File: config.mk
export PLATFORM = sky130hd
export DESIGN_NAME = protobuf_wire_field_parser
export DESIGN_NICKNAME = d
export VERILOG_FILES = /design/src/rtl/pwfp_pkg.sv /design/src/rtl/pwfp_front.sv /design/src/rtl/pwfp_queue.sv /design/src/rtl/pwfp_back.sv /design/src/rtl/protobuf_wire_field_parser.sv
export SDC_FILE = /design/constraint.sdc
export NUM_CORES = 1
export LEC_CHECK = 0
export CAP_MARGIN = 25
export CORE_MARGIN = 4
export CORE_UTILIZATION = 24
export CTS_CLUSTER_DIAMETER = 200
export DETAILED_ROUTE_END_ITERATION = 10
export DONT_BUFFER_PORTS = 1
export SETUP_SLACK_MARGIN = 0.2
export SLEW_MARGIN = 20
export SYNTH_ARGS = -nofsm -noshare
export SYNTH_HDL_FRONTEND = slang
export SYNTH_SLANG_ARGS = --single-unit
File: constraint.sdc
create_clock -name clk -period 11.6 [get_ports clk]
set_input_delay 0 -clock clk [delete_from_list [all_inputs] [get_ports clk]]
set_output_delay 0 -clock clk [all_outputs]
set_load 0.05 [all_outputs]
File: src/rtl/pwfp_pkg.sv
`default_nettype none
// ----------------------------------------------------------------------------
// pwfp_pkg
// Shared types and constants for the protobuf wire field parser: result
// kinds, wire types, parser phases and the record carried by the result queue.
// ----------------------------------------------------------------------------
package pwfp_pkg;

    localparam int MAX_VARINT_BYTES_DEF = 10;
    localparam int LENGTH_BITS_DEF      = 32;
    localparam int QUEUE_DEPTH_DEF      = 4;

    localparam int FID_W  = 29;
    localparam int IDX_W  = 4;
    localparam int WORD_W = 64;

    typedef enum logic [2:0] {
        KIND_SCALAR   = 3'd0,
        KIND_HEADER   = 3'd1,
        KIND_PAYLOAD  = 3'd2,
        KIND_BAD_WIRE = 3'd3,
        KIND_TRUNC    = 3'd4
    } res_kind_t;

    localparam logic [2:0] WT_VARINT  = 3'd0;
    localparam logic [2:0] WT_FIXED64 = 3'd1;
    localparam logic [2:0] WT_LENGTH  = 3'd2;
    localparam logic [2:0] WT_FIXED32 = 3'd5;

    typedef enum logic [2:0] {
        PH_KEY     = 3'd0,
        PH_VARVAL  = 3'd1,
        PH_FIXED   = 3'd2,
        PH_LENGTH  = 3'd3,
        PH_PAYLOAD = 3'd4
    } phase_t;

    // word holds the value for scalars and headers, the byte for payload items
    typedef struct packed {
        res_kind_t          kind;
        logic [FID_W-1:0]   fid;
        logic [2:0]         wk;
        logic [WORD_W-1:0]  word;
        logic               done;
    } pwfp_rec_t;

endpackage : pwfp_pkg
`default_nettype wire

File: src/rtl/pwfp_front.sv
`default_nettype none
// ----------------------------------------------------------------------------
// pwfp_front
// Byte parser: classifies each accepted byte against the parse phase, updates
// the varint / fixed accumulator and pushes at most one result record.
// ----------------------------------------------------------------------------
module pwfp_front
    import pwfp_pkg::*;
#(
    parameter int MAX_VARINT_BYTES = MAX_VARINT_BYTES_DEF,
    parameter int LENGTH_BITS      = LENGTH_BITS_DEF
)
(
    input  wire logic       clk,
    input  wire logic       rst_n,
    input  wire logic       byte_fire,
    input  wire logic [7:0] data_byte,
    input  wire logic       end_of_message,
    output logic            push,
    output pwfp_rec_t       push_rec
);

    localparam logic [WORD_W-1:0] LEN_MAX   = (64'd1 << LENGTH_BITS) - 64'd1;
    localparam logic [IDX_W-1:0]  IDX_LIMIT = IDX_W'(MAX_VARINT_BYTES);

    typedef enum logic [3:0] {
        ACT_WAIT,
        ACT_SKIP,
        ACT_RESYNC,
        ACT_CLEAR,
        ACT_VINT_MORE,
        ACT_FIX_MORE,
        ACT_KEY_DONE,
        ACT_LEN_START,
        ACT_PAY_MORE,
        ACT_EMIT_DONE,
        ACT_FAIL_TRUNC,
        ACT_FAIL_WIRE
    } act_t;

    phase_t                  phase_reg, phase_next;
    logic                    err_reg, err_next;
    logic [WORD_W-1:0]       acc_reg, acc_next;
    logic [IDX_W-1:0]        idx_reg, idx_next;
    logic [FID_W-1:0]        fid_reg, fid_next;
    logic [2:0]              wk_reg, wk_next;
    logic [LENGTH_BITS-1:0]  left_reg, left_next;

    act_t                    act;
    logic [IDX_W-1:0]        idx_inc;
    logic [6:0]              vint_shamt;
    logic [WORD_W-1:0]       vint_value;
    logic [WORD_W-1:0]       fix_value;
    logic                    vint_over;
    logic                    fix_last;
    logic [FID_W-1:0]        key_fid;
    logic [2:0]              key_wk;
    logic                    key_bad;
    logic                    len_big;
    logic                    len_zero;
    logic [LENGTH_BITS-1:0]  left_dec;
    logic                    left_last;

    // ------------------------------------------------------------------
    // Byte decode
    // ------------------------------------------------------------------
    assign idx_inc    = idx_reg + IDX_W'(1);
    assign vint_shamt = {3'd0, idx_reg} * 7'd7;
    assign vint_value = acc_reg | ((vint_shamt < 7'd64)
                        ? ({57'd0, data_byte[6:0]} << vint_shamt[5:0]) : '0);
    assign fix_value  = acc_reg | ({56'd0, data_byte} << {idx_reg[2:0], 3'b000});
    assign vint_over  = (idx_inc >= IDX_LIMIT);
    assign fix_last   = (idx_inc >= ((wk_reg == WT_FIXED64) ? IDX_W'(8) : IDX_W'(4)));
    assign key_fid    = vint_value[FID_W+2:3];
    assign key_wk     = vint_value[2:0];
    assign key_bad    = !((key_wk == WT_VARINT) || (key_wk == WT_FIXED64) ||
                          (key_wk == WT_LENGTH) || (key_wk == WT_FIXED32));
    assign len_big    = |(vint_value & ~LEN_MAX);
    assign len_zero   = (vint_value == '0);
    assign left_dec   = (left_reg == '0) ? '0 : left_reg - LENGTH_BITS'(1);
    assign left_last  = (left_dec == '0);

    // Classify the byte
    always_comb
    begin
        act = ACT_WAIT;
        if (byte_fire)
        begin
            if (err_reg)
            begin
                act = end_of_message ? ACT_RESYNC : ACT_SKIP;
            end
            else
            begin
                unique case (phase_reg)
                    PH_KEY, PH_VARVAL, PH_LENGTH:
                    begin
                        if (data_byte[7])
                        begin
                            act = (vint_over || end_of_message) ? ACT_FAIL_TRUNC
                                                                : ACT_VINT_MORE;
                        end
                        else if (phase_reg == PH_KEY)
                        begin
                            if (key_bad)
                                act = ACT_FAIL_WIRE;
                            else if (end_of_message)
                                act = ACT_FAIL_TRUNC;
                            else
                                act = ACT_KEY_DONE;
                        end
                        else if (phase_reg == PH_VARVAL)
                        begin
                            act = ACT_EMIT_DONE;
                        end
                        else if (len_big)
                        begin
                            act = ACT_FAIL_TRUNC;
                        end
                        else if (len_zero)
                        begin
                            act = ACT_EMIT_DONE;
                        end
                        else
                        begin
                            act = end_of_message ? ACT_FAIL_TRUNC : ACT_LEN_START;
                        end
                    end
                    PH_FIXED:
                    begin
                        if (fix_last)
                            act = ACT_EMIT_DONE;
                        else
                            act = end_of_message ? ACT_FAIL_TRUNC : ACT_FIX_MORE;
                    end
                    PH_PAYLOAD:
                    begin
                        if (left_last)
                            act = ACT_EMIT_DONE;
                        else
                            act = end_of_message ? ACT_FAIL_TRUNC : ACT_PAY_MORE;
                    end
                    default:
                    begin
                        act = ACT_CLEAR;
                    end
                endcase
            end
        end
    end

    // ------------------------------------------------------------------
    // Next phase and error hold
    // ------------------------------------------------------------------
    always_comb
    begin
        phase_next = phase_reg;
        err_next   = err_reg;
        unique case (act)
            ACT_WAIT, ACT_SKIP, ACT_VINT_MORE, ACT_FIX_MORE, ACT_PAY_MORE:
            begin
                phase_next = phase_reg;
            end
            ACT_KEY_DONE:
            begin
                case (key_wk) inside
                    WT_VARINT: phase_next = PH_VARVAL;
                    WT_LENGTH: phase_next = PH_LENGTH;
                    default:   phase_next = PH_FIXED;
                endcase
            end
            ACT_LEN_START:
            begin
                phase_next = PH_PAYLOAD;
            end
            ACT_FAIL_TRUNC, ACT_FAIL_WIRE:
            begin
                phase_next = PH_KEY;
                err_next   = !end_of_message;
            end
            ACT_RESYNC:
            begin
                phase_next = PH_KEY;
                err_next   = 1'b0;
            end
            default:
            begin
                phase_next = PH_KEY;
            end
        endcase
    end

    // ------------------------------------------------------------------
    // Result record
    // ------------------------------------------------------------------
    always_comb
    begin
        push          = 1'b0;
        push_rec.kind = KIND_SCALAR;
        push_rec.fid  = fid_reg;
        push_rec.wk   = WT_LENGTH;
        push_rec.word = '0;
        push_rec.done = end_of_message;
        unique case (act)
            ACT_LEN_START:
            begin
                push          = 1'b1;
                push_rec.kind = KIND_HEADER;
                push_rec.word = vint_value;
                push_rec.done = 1'b0;
            end
            ACT_PAY_MORE:
            begin
                push          = 1'b1;
                push_rec.kind = KIND_PAYLOAD;
                push_rec.word = {56'd0, data_byte};
                push_rec.done = 1'b0;
            end
            ACT_EMIT_DONE:
            begin
                push = 1'b1;
                case (phase_reg)
                    PH_VARVAL:
                    begin
                        push_rec.kind = KIND_SCALAR;
                        push_rec.wk   = WT_VARINT;
                        push_rec.word = vint_value;
                    end
                    PH_FIXED:
                    begin
                        push_rec.kind = KIND_SCALAR;
                        push_rec.wk   = wk_reg;
                        push_rec.word = fix_value;
                    end
                    PH_PAYLOAD:
                    begin
                        push_rec.kind = KIND_PAYLOAD;
                        push_rec.word = {56'd0, data_byte};
                    end
                    default:
                    begin
                        // zero-length header
                        push_rec.kind = KIND_HEADER;
                    end
                endcase
            end
            ACT_FAIL_TRUNC:
            begin
                push          = 1'b1;
                push_rec.kind = KIND_TRUNC;
                push_rec.fid  = '0;
                push_rec.wk   = '0;
            end
            ACT_FAIL_WIRE:
            begin
                push          = 1'b1;
                push_rec.kind = KIND_BAD_WIRE;
                push_rec.fid  = key_fid;
                push_rec.wk   = key_wk;
            end
            default:
            begin
                push = 1'b0;
            end
        endcase
    end

    // ------------------------------------------------------------------
    // Accumulator, byte count and held field
    // ------------------------------------------------------------------
    always_comb
    begin
        acc_next  = '0;
        idx_next  = '0;
        fid_next  = fid_reg;
        wk_next   = wk_reg;
        left_next = left_reg;
        case (act)
            ACT_WAIT, ACT_SKIP, ACT_PAY_MORE:
            begin
                acc_next = acc_reg;
                idx_next = idx_reg;
                if (act == ACT_PAY_MORE)
                    left_next = left_dec;
            end
            ACT_VINT_MORE:
            begin
                acc_next = vint_value;
                idx_next = idx_inc;
            end
            ACT_FIX_MORE:
            begin
                acc_next = fix_value;
                idx_next = idx_inc;
            end
            ACT_KEY_DONE:
            begin
                fid_next = key_fid;
                wk_next  = key_wk;
            end
            ACT_LEN_START:
            begin
                left_next = vint_value[LENGTH_BITS-1:0];
            end
            default:
            begin
                // clear the parse
                acc_next = '0;
            end
        endcase
    end

    always_ff @(posedge clk or negedge rst_n)
    begin
        if (!rst_n)
        begin
            phase_reg <= PH_KEY;
            err_reg   <= 1'b0;
            acc_reg   <= '0;
            idx_reg   <= '0;
        end
        else
        begin
            phase_reg <= phase_next;
            err_reg   <= err_next;
            acc_reg   <= acc_next;
            idx_reg   <= idx_next;
        end
    end

    always_ff @(posedge clk)
    begin
        fid_reg  <= fid_next;
        wk_reg   <= wk_next;
        left_reg <= left_next;
    end

endmodule : pwfp_front
`default_nettype wire

File: src/rtl/pwfp_queue.sv
`default_nettype none
// ----------------------------------------------------------------------------
// pwfp_queue
// Short result queue in flip-flops between the parser and the output stage.
// ----------------------------------------------------------------------------
module pwfp_queue
    import pwfp_pkg::*;
#(
    parameter int QUEUE_DEPTH = QUEUE_DEPTH_DEF
)
(
    input  wire logic      clk,
    input  wire logic      rst_n,
    input  wire logic      push,
    input  wire pwfp_rec_t push_rec,
    output logic           full,
    input  wire logic      pop,
    output pwfp_rec_t      pop_rec,
    output logic           empty
);

    localparam int PTR_W = (QUEUE_DEPTH > 1) ? $clog2(QUEUE_DEPTH) : 1;
    localparam int CNT_W = $clog2(QUEUE_DEPTH + 1);
    localparam logic [PTR_W-1:0] PTR_LAST = PTR_W'(QUEUE_DEPTH - 1);

    pwfp_rec_t          slot_reg [QUEUE_DEPTH];
    logic [PTR_W-1:0]   wr_ptr_reg, wr_ptr_next;
    logic [PTR_W-1:0]   rd_ptr_reg, rd_ptr_next;
    logic [CNT_W-1:0]   count_reg, count_next;

    assign full    = (count_reg == CNT_W'(QUEUE_DEPTH));
    assign empty   = (count_reg == '0);
    assign pop_rec = slot_reg[rd_ptr_reg];

    always_comb
    begin
        wr_ptr_next = wr_ptr_reg;
        rd_ptr_next = rd_ptr_reg;
        count_next  = count_reg;
        if (push)
            wr_ptr_next = (wr_ptr_reg == PTR_LAST) ? '0 : wr_ptr_reg + PTR_W'(1);
        if (pop)
            rd_ptr_next = (rd_ptr_reg == PTR_LAST) ? '0 : rd_ptr_reg + PTR_W'(1);
        if (push && !pop)
            count_next = count_reg + CNT_W'(1);
        else if (pop && !push)
            count_next = count_reg - CNT_W'(1);
    end

    always_ff @(posedge clk or negedge rst_n)
    begin
        if (!rst_n)
        begin
            wr_ptr_reg <= '0;
            rd_ptr_reg <= '0;
            count_reg  <= '0;
        end
        else
        begin
            wr_ptr_reg <= wr_ptr_next;
            rd_ptr_reg <= rd_ptr_next;
            count_reg  <= count_next;
        end
    end

    always_ff @(posedge clk)
    begin
        if (push)
            slot_reg[wr_ptr_reg] <= push_rec;
    end

endmodule : pwfp_queue
`default_nettype wire

File: src/rtl/pwfp_back.sv
`default_nettype none
// ----------------------------------------------------------------------------
// pwfp_back
// Output stage: pops a queued record, splits its shared word into value and
// payload byte, and holds the result until it is taken.
// ----------------------------------------------------------------------------
module pwfp_back
    import pwfp_pkg::*;
(
    input  wire logic               clk,
    input  wire logic               rst_n,
    input  wire pwfp_rec_t          pop_rec,
    input  wire logic               empty,
    output logic                    pop,
    output logic                    result_valid,
    input  wire logic               result_stall,
    output logic [2:0]              result_kind,
    output logic [FID_W-1:0]        field_id,
    output logic [2:0]              wire_kind,
    output logic [WORD_W-1:0]       field_value,
    output logic [7:0]              payload_data,
    output logic                    message_done
);

    logic               valid_reg, valid_next;
    logic [2:0]         kind_reg, kind_next;
    logic [FID_W-1:0]   fid_reg, fid_next;
    logic [2:0]         wk_reg, wk_next;
    logic [WORD_W-1:0]  value_reg, value_next;
    logic [7:0]         data_reg, data_next;
    logic               done_reg, done_next;

    // load whenever the output register is empty or being taken
    assign pop        = !empty && (!valid_reg || !result_stall);
    assign valid_next = pop || (valid_reg && result_stall);

    always_comb
    begin
        kind_next  = pop_rec.kind;
        fid_next   = pop_rec.fid;
        wk_next    = pop_rec.wk;
        done_next  = pop_rec.done;
        value_next = '0;
        data_next  = '0;
        case (pop_rec.kind)
            KIND_SCALAR, KIND_HEADER: value_next = pop_rec.word;
            KIND_PAYLOAD:             data_next  = pop_rec.word[7:0];
            default:                  value_next = '0;
        endcase
    end

    always_ff @(posedge clk or negedge rst_n)
    begin
        if (!rst_n)
            valid_reg <= 1'b0;
        else
            valid_reg <= valid_next;
    end

    always_ff @(posedge clk)
    begin
        if (pop)
        begin
            kind_reg  <= kind_next;
            fid_reg   <= fid_next;
            wk_reg    <= wk_next;
            value_reg <= value_next;
            data_reg  <= data_next;
            done_reg  <= done_next;
        end
    end

    assign result_valid = valid_reg;
    assign result_kind  = kind_reg;
    assign field_id     = fid_reg;
    assign wire_kind    = wk_reg;
    assign field_value  = value_reg;
    assign payload_data = data_reg;
    assign message_done = done_reg;

endmodule : pwfp_back
`default_nettype wire

File: src/rtl/protobuf_wire_field_parser.sv
`default_nettype none
// ----------------------------------------------------------------------------
// protobuf_wire_field_parser
// Protobuf wire-format field parser fed one message byte per item; gives one
// result item per scalar, length header, payload byte or error.
//
//   channel   valid          stall          payload
//   bytes     byte_valid     byte_stall     data_byte, end_of_message
//   results   result_valid   result_stall   result_kind .. message_done
//
// One byte is taken every cycle while the result queue is not full; each
// byte is handled in the cycle it is accepted by the parser, whose per-byte
// step is a shift-and-or into the 64-bit accumulator. A result passes through
// the result queue and the output register before it reaches the ports.
// byte_stall rises only when the QUEUE_DEPTH-entry result queue is full, so
// a stalled result side backs up into the byte side.
// Reset clears the parse state, the queue and the output valid at once.
// ----------------------------------------------------------------------------
module protobuf_wire_field_parser
    import pwfp_pkg::*;
#(
    parameter int MAX_VARINT_BYTES = MAX_VARINT_BYTES_DEF,
    parameter int LENGTH_BITS      = LENGTH_BITS_DEF,
    parameter int QUEUE_DEPTH      = QUEUE_DEPTH_DEF
)
(
    input  wire logic               clk,
    input  wire logic               rst_n,
    input  wire logic               byte_valid,
    output logic                    byte_stall,
    input  wire logic [7:0]         data_byte,
    input  wire logic               end_of_message,
    output logic                    result_valid,
    input  wire logic               result_stall,
    output logic [2:0]              result_kind,
    output logic [FID_W-1:0]        field_id,
    output logic [2:0]              wire_kind,
    output logic [WORD_W-1:0]       field_value,
    output logic [7:0]              payload_data,
    output logic                    message_done
);

    logic       byte_fire;
    logic       push;
    pwfp_rec_t  push_rec;
    logic       full;
    logic       pop;
    pwfp_rec_t  pop_rec;
    logic       empty;

    assign byte_stall = full;
    assign byte_fire  = byte_valid && !full;

    pwfp_front #(
        .MAX_VARINT_BYTES (MAX_VARINT_BYTES),
        .LENGTH_BITS      (LENGTH_BITS)
    ) u_front (
        .clk            (clk),
        .rst_n          (rst_n),
        .byte_fire      (byte_fire),
        .data_byte      (data_byte),
        .end_of_message (end_of_message),
        .push           (push),
        .push_rec       (push_rec)
    );

    pwfp_queue #(
        .QUEUE_DEPTH (QUEUE_DEPTH)
    ) u_queue (
        .clk      (clk),
        .rst_n    (rst_n),
        .push     (push),
        .push_rec (push_rec),
        .full     (full),
        .pop      (pop),
        .pop_rec  (pop_rec),
        .empty    (empty)
    );

    pwfp_back u_back (
        .clk          (clk),
        .rst_n        (rst_n),
        .pop_rec      (pop_rec),
        .empty        (empty),
        .pop          (pop),
        .result_valid (result_valid),
        .result_stall (result_stall),
        .result_kind  (result_kind),
        .field_id     (field_id),
        .wire_kind    (wire_kind),
        .field_value  (field_value),
        .payload_data (payload_data),
        .message_done (message_done)
    );

endmodule : protobuf_wire_field_parser
`default_nettype wire

**Yosys cells after proc, flatten, opt, wreduce, memory -nomap -nowiden**

Memories as Yosys holds them, arrays and structs flattened.
Index checks and enable logic that the tools add are counted.

- Word-level logic and storage cells: 139
- Memories kept: 1
- Bits in writable memories: 400
- Input bits: 13
- Register bits after elaboration: 252

- Equal/unequal tests: 24
- $add $sub $neg: 6
- Shifts and indexed selects: 2
- Mux-type cells: 43
- Reduce and logical (&&, ||, !) cells: 40
- Magnitude comparators: 3
- Bitwise logic cells: 2
- Multipliers: 1

Memories:

| memory | depth | width | rd ports | clocked after memory_dff | write ports | line | source |
|---|---|---|---|---|---|---|---|
| u_queue.slot_reg | 4 | 100 | 1 | 0 | 1 | pwfp_queue.sv:26 | `pwfp_rec_t slot_reg [QUEUE_DEPTH];` |

Operators by type and width:

| kind | count |
|---|---|
| $pmux W64 S3 | 3 |
| $or A64 B64 Y64 | 2 |
| $logic_not A32 Y1 | 2 |
| $logic_not A64 Y1 | 1 |
| $mux W32 | 2 |
| $mux W64 | 1 |
| $pmux W32 S2 | 1 |
| $shl A7 B6 Y64 | 1 |
| $shl A8 B6 Y64 | 1 |
| $mux W4 | 15 |
| $pmux W29 S2 | 1 |
| $reduce_or A32 Y1 | 1 |
| $sub A32 B1 Y32 const B | 1 |
| $pmux W3 S3 | 2 |
| $eq A4 B3 Y1 const B | 4 |
| $eq A4 B4 Y1 const B | 4 |
| $pmux W3 S5 | 1 |
| $eq A3 B1 Y1 const B | 4 |
| $eq A3 B2 Y1 const B | 4 |
| $logic_not A3 Y1 | 4 |
| $pmux W4 S3 | 1 |
| $reduce_or A2 Y1 | 5 |
| $reduce_or A5 Y1 | 2 |
| $eq A3 B3 Y1 const B | 3 |
| 26 further kinds | 55 |

**Longest topological paths before layout**

- Depth in word-level cells: 21
- Gate-level depth with buffers: 24
- Mapped depth without buffers: 21

**By module**

From an unflattened synthesis, not the netlist that was laid out.

- Cell total of the unflattened synthesis: 2151
- Area total of the unflattened synthesis: 30076.3 sq um

Modules (own cells, without submodules):

| module | area an instance (sq um) | times used | cells an instance | seq. area each (sq um) |
|---|---|---|---|---|
| pwfp_queue | 14845.5 | 1 | 559 | 12186.7 |
| pwfp_front | 11234.5 | 1 | 1392 | 3723.6 |
| pwfp_back | 3982.6 | 1 | 199 | 3268.1 |
| protobuf_wire_field_parser | 13.8 | 1 | 1 | 0.0 |

**Least setup slack after synthesis**

Ideal clock, no wire load.

- Path type: register -> register
- Start point: register u_front.idx_reg[2]
- End point: memory u_queue.slot_reg[0][0] in the netlist's numbering, enable pin
- Path slack: 4387 ps
- Data required time: 11130 ps
- Cell stages (with the launch flop): 19
- Arrival: 6743 ps
- Cell sequence: dfrtp_1 -> clkbuf_1 -> inv_1 -> fa_1 -> inv_1 -> fa_1 -> buf_2 -> nor3b_1 -> a32o_1 -> buf_2 -> o32ai_1 -> nand2_1 -> or4_4 -> nor3_1 -> and2_1 -> o21ai_1 -> a211o_2 -> o21ai_2 -> and2_1

- Longest elaborated chain between the ends: 19
- Elaborated cells between the ends (all ways): 38

RTL lines:

| item | line | source |
|---|---|---|
| start: declaration | pwfp_front.sv:44 | `logic [IDX_W-1:0] idx_reg, idx_next;` |
| start signal: assignment | pwfp_front.sv:327 | `idx_reg <= idx_next;` |
| parallel branches: the longest is 11 deep, another holds $mul A4 B3 Y7 | n/a |  |
| $pmux W4 S3 * | pwfp_front.sv:95 | `unique case (phase_reg)` |
| $mux W4 * | pwfp_front.sv:89 | `if (err_reg)` |
| $mux W4 * | pwfp_front.sv:87 | `if (byte_fire)` |
| $eq A4 B4 Y1 or $eq A4 B3 Y1 (tied branches) | pwfp_front.sv:204 | `unique case (act)` |
| $reduce_or A5 Y1 (no source line) * | n/a |  |
| $mux W1 * | pwfp_front.sv:204 |  |
| named net push | protobuf_wire_field_parser.sv:44 | `logic push;` |
| $mux W1 * | pwfp_queue.sv:68 | `if (push)` |
| $mux W1 (not written as such) * | pwfp_queue.sv:69 | `slot_reg[wr_ptr_reg] <= push_rec;` |
| end: declaration | pwfp_queue.sv:26 |  |

Mark *: on every way through the listed nets, which the timed path passes.

**Worst setup path after layout**

- Start point: register u_front.idx_reg[0]
- End point: memory u_queue.slot_reg[3][72] in the netlist's numbering, enable pin

The elaborated chain is that of the path after synthesis.

==> reports/results.txt <==
Filler cells: 12200
Die H: 357 µm
Synth Area per Inst: 14.3 µm²
H-tree levels: 3
Cell count after synthesis: 2044
Crit path cell chain: buf_4 > fa_1 > ha_1 > fa_1 > nor2_1 > a21oi_1 > a21oi_1 > a31oi_1 > or3b_2 > nor4_1 > and2_1 > o21ai_1 > a211o_2 > o21ai_2 > and2_4 > buf_4
Register area share after synthesis: 65.6%
Number of port buffers: 0
Synth-to-Final Area Change: 14.8%
Setup violators final: 0
Mux cell area share after synthesis: 8.50%
Clock Skews: 0.0286 ns
Post-synth EDFFs: 572
Leakage: 11.3 nW
First-pass GRT wire length: 128000 µm
Die ar.: 128000 µm²
Max reg flops: 400
CP Max Fanout: 64
Most used DFF post-synth: edfxtp_1
Root buf cell: clkbuf_16
Worst Tran Pin Value: 1.09 ns
Drt wl/cell: 23.8 µm
Max Clk Rate: 0.120 GHz
Unrepaired setup endpoints after global routing: no
DR vias: 18600
Ys Warns: 0
Post-synthesis cell area: 29300 µm²
Slew headroom: 27.5%
#FFs+latches synth: 652
Hold Fails Final Rpt: 0
Crit end category: flip-flop
Hold WC Path Type: in2async
Cell variety after synth: 93
Row count: 127
Fraction of layout cells with a size suffix above 1: 15.8%
Overflow after GRT: 0
DR pass1 iterations: 7
Worst-Skew Late Latency: 0.62 ns
Req. time, crit path: 11.81 ns
1st-iter DRT viols: 2510
Period utilization: 71.9%
Worst path max stage delay: 1.18 ns
Clock Path Buffers: 3
CTS buffer count: 68
Synth async-reset ratio: 12.3%
DRC: 0
Critical path class: reg2reg
Placed cells: 3573
Nets: 2080
DIE WIDTH: 357 µm
Vias in the first global route: 18100
Initial Util: 24.3%
Slew Viols, Final: 0
Max Cap Viol: 0
Arr. time, crit path: 8.56 ns
Synth Net Count: 2078
WP buf/inv: 2
Core Box Area: 120000 µm²
Via-per-instance ratio: 5.01
VDD IR max: 0.000144 V
Compound-Gate Fraction of Synth Area: 11.2%
Largest family of logic cells by synthesized area: compound AO/OA/AOI/OAI gates
Largest net degree at the start of global routing: 81
CP Launch Type: flip-flop
Simple-gate portion of the synthesized area: 9.65%
GPL Wtd Cong: 0.936
Adder-Cell Fraction of Synth Area: 1.03%
Initial antenna violation count: 4
Period minus WS final: 8.34 ns
CP top delay family: simple AND/OR/NAND/NOR gates
CTS clock-pin slew for the worst setup and hold paths: 0.07 ns
Clock sinks: 652
Status: complete, no violations
IO Count: 123
Fin cells: 3713
Total wire length: 88200 µm
CTS tree: built
Post-synthesis xor/xnor area fraction: 0.984%
Slowest CP cell: fa_1
Overall Global Routing Usage: 13.5%
HPWL Detailed: 58700 µm
Cell Pwr Density: 262 nW/µm²
Antenna-violating nets left: 0
Setup_tns: 0 ns
## cells by family after synthesis
logic type,count (synthesis)
multiplexers,120
AO/OA/AOI/OAI,473
XOR/XNOR,32
adder cells (fa/ha/maj),21
flip-flops,652
AND/OR/NAND/NOR,531
buffers and inverters,215
## where the power goes
group | total (mW) | internal, mW | leakage (nW) | switching, mW
combinational | 2.42 | 0.816 | 3.73 | 1.60
clock | 2.19 | 1.27 | 1.09 | 0.927
sequential | 4.18 | 3.30 | 6.44 | 0.881
## layout make-up
type,instances,area [µm²],area share (%)
tap,1612,2020,6.01
sequential,652,19200,57.1
inverter,81,307,0.913
multi-input combinational,1177,9220,27.4
timing repair buffer,66,623,1.86
clock buffer,90,1880,5.59
antenna,2,5.00,0.0149
clock inverter,33,347,1.03
## routing by layer
layer | global-route usage (%) | share of wire [%] | up-vias
li1 | - | - | 8036
met1 | 18.0 | 41 | 9498
met2 | 21.2 | 46 | 893
met3 | 3.01 | 8.2 | 185
met4 | 5.70 | 4.1 | 0
met5 | 0 | 0 | -
## Yosys cell counts, types with 7 or more instances
cell,number,area [µm²]
clkbuf_1,76,285
nor2b_1,71,444
mux2_2,9,101
a22oi_1,9,67.6
xor2_1,13,114
nand4_1,20,125
and2_1,33,206
a31oi_1,36,225
o221ai_1,20,175
nor4_1,28,175
or3_1,34,213
o31a_1,8,70.1
o31ai_1,7,52.6
nand3b_1,7,52.6
buf_1,13,48.8
xnor2_1,18,158
and3_1,9,56.3
dfrtp_1,80,2000
edfxtp_1,572,17200
mux2i_1,8,80.1
a21o_1,19,143
or4_1,8,60.1
inv_1,81,304
o21ai_1,24,120
o22ai_1,37,231
buf_4,7,52.6
nand2_1,92,345
a221o_1,35,350
ha_1,16,200
o211ai_1,8,60.1
nor3_1,34,170
a21oi_1,116,581
mux4_2,101,2270
o21ai_0,65,325
a222oi_1,7,70.1
nor3b_1,8,60.1
nor2_1,138,518
buf_2,33,165
nand3_1,12,60.1
o22ai_2,11,138
## cell usage in the layout, fill, tap and decap left out, types with 9 or more instances in the layout
cell / netlist / final
nor2_1: 138 / 136
o21ai_1: 24 / 24
mux2_2: 9 / 9
or3_1: 34 / 34
a21oi_1: 116 / 115
nor2b_1: 71 / 71
a31oi_1: 36 / 36
and3_1: 9 / 9
clkbuf_16: 0 / 71
mux4_2: 101 / 101
nor3_1: 34 / 33
o22ai_1: 37 / 37
inv_1: 81 / 80
and2_1: 33 / 29
nand2_1: 92 / 92
nand3_1: 12 / 11
edfxtp_1: 572 / 572
clkbuf_1: 76 / 16
dfrtp_1: 80 / 78
nor4_1: 28 / 27
buf_4: 7 / 50
a22oi_1: 9 / 9
o22ai_2: 11 / 11
dlygate4sd3_1: 0 / 11
xnor2_1: 18 / 18
xor2_1: 13 / 13
ha_1: 16 / 16
clkinv_2: 0 / 10
o21ai_0: 65 / 65
a221o_1: 35 / 35
nand4_1: 20 / 20
o221ai_1: 20 / 20
a21o_1: 19 / 19
## final timing paths
check / startpoint / cells past startpoint / end / slack [ns]
max in group asynchronous: rst_n / 2 / u_queue.rd_ptr_reg[1] / 11.12
max reg2reg: u_front.idx_reg[0] / 16 / u_queue.slot_reg[3][72] / 3.26
min reg2reg: u_queue.count_reg[2] / 1 / u_queue.count_reg[2] / 0.53
max: u_front.idx_reg[0] / 16 / u_queue.slot_reg[3][72] / 3.26
min in group clk: data_byte[2] / 3 / u_front.acc_reg[10] / 0.08
min: rst_n / 2 / u_front.idx_reg[1] / 0.002
## worst register-to-register path, stage by stage, from the launching register on
cell,delay (ns)
dfrtp_1,0.32
buf_4,0.53
fa_1,0.52
ha_1,0.29
fa_1,1.18
nor2_1,0.26
a21oi_1,0.25
a21oi_1,0.08
a31oi_1,0.29
or3b_2,0.53
nor4_1,0.68
and2_1,0.26
o21ai_1,0.21
a211o_2,0.64
o21ai_2,0.36
and2_4,0.63
buf_4,0.83
## repair_timing
item | 4_1_cts | 5_1_grt
endpoints found under the hold margin | 152 | 0
hold buffers | 12 | 0
buffers inserted | 0 | 0
resized for setup | 0 | 0
## metrics by stage
step | instance area (µm²) | util (%) | setup WS, ns | hold slack, ns | total power, mW
3_5_place_dp | 31100 | 25.8 | 3.40 | -0.281 | 6.62
2_1_floorplan | 29300 | - | 4.39 | -0.296 | 5.71
4_1_cts | 33500 | 27.8 | 3.36 | 0.00667 | 8.86
3_3_place_gp | 31100 | 25.8 | 3.42 | -0.281 | 6.61
5_1_grt | 33600 | 27.9 | 2.78 | 0.0237 | 9.18
6_report | 33600 | 27.9 | 3.26 | 0.00223 | 8.79
Power figures use the tool's default switching activity.
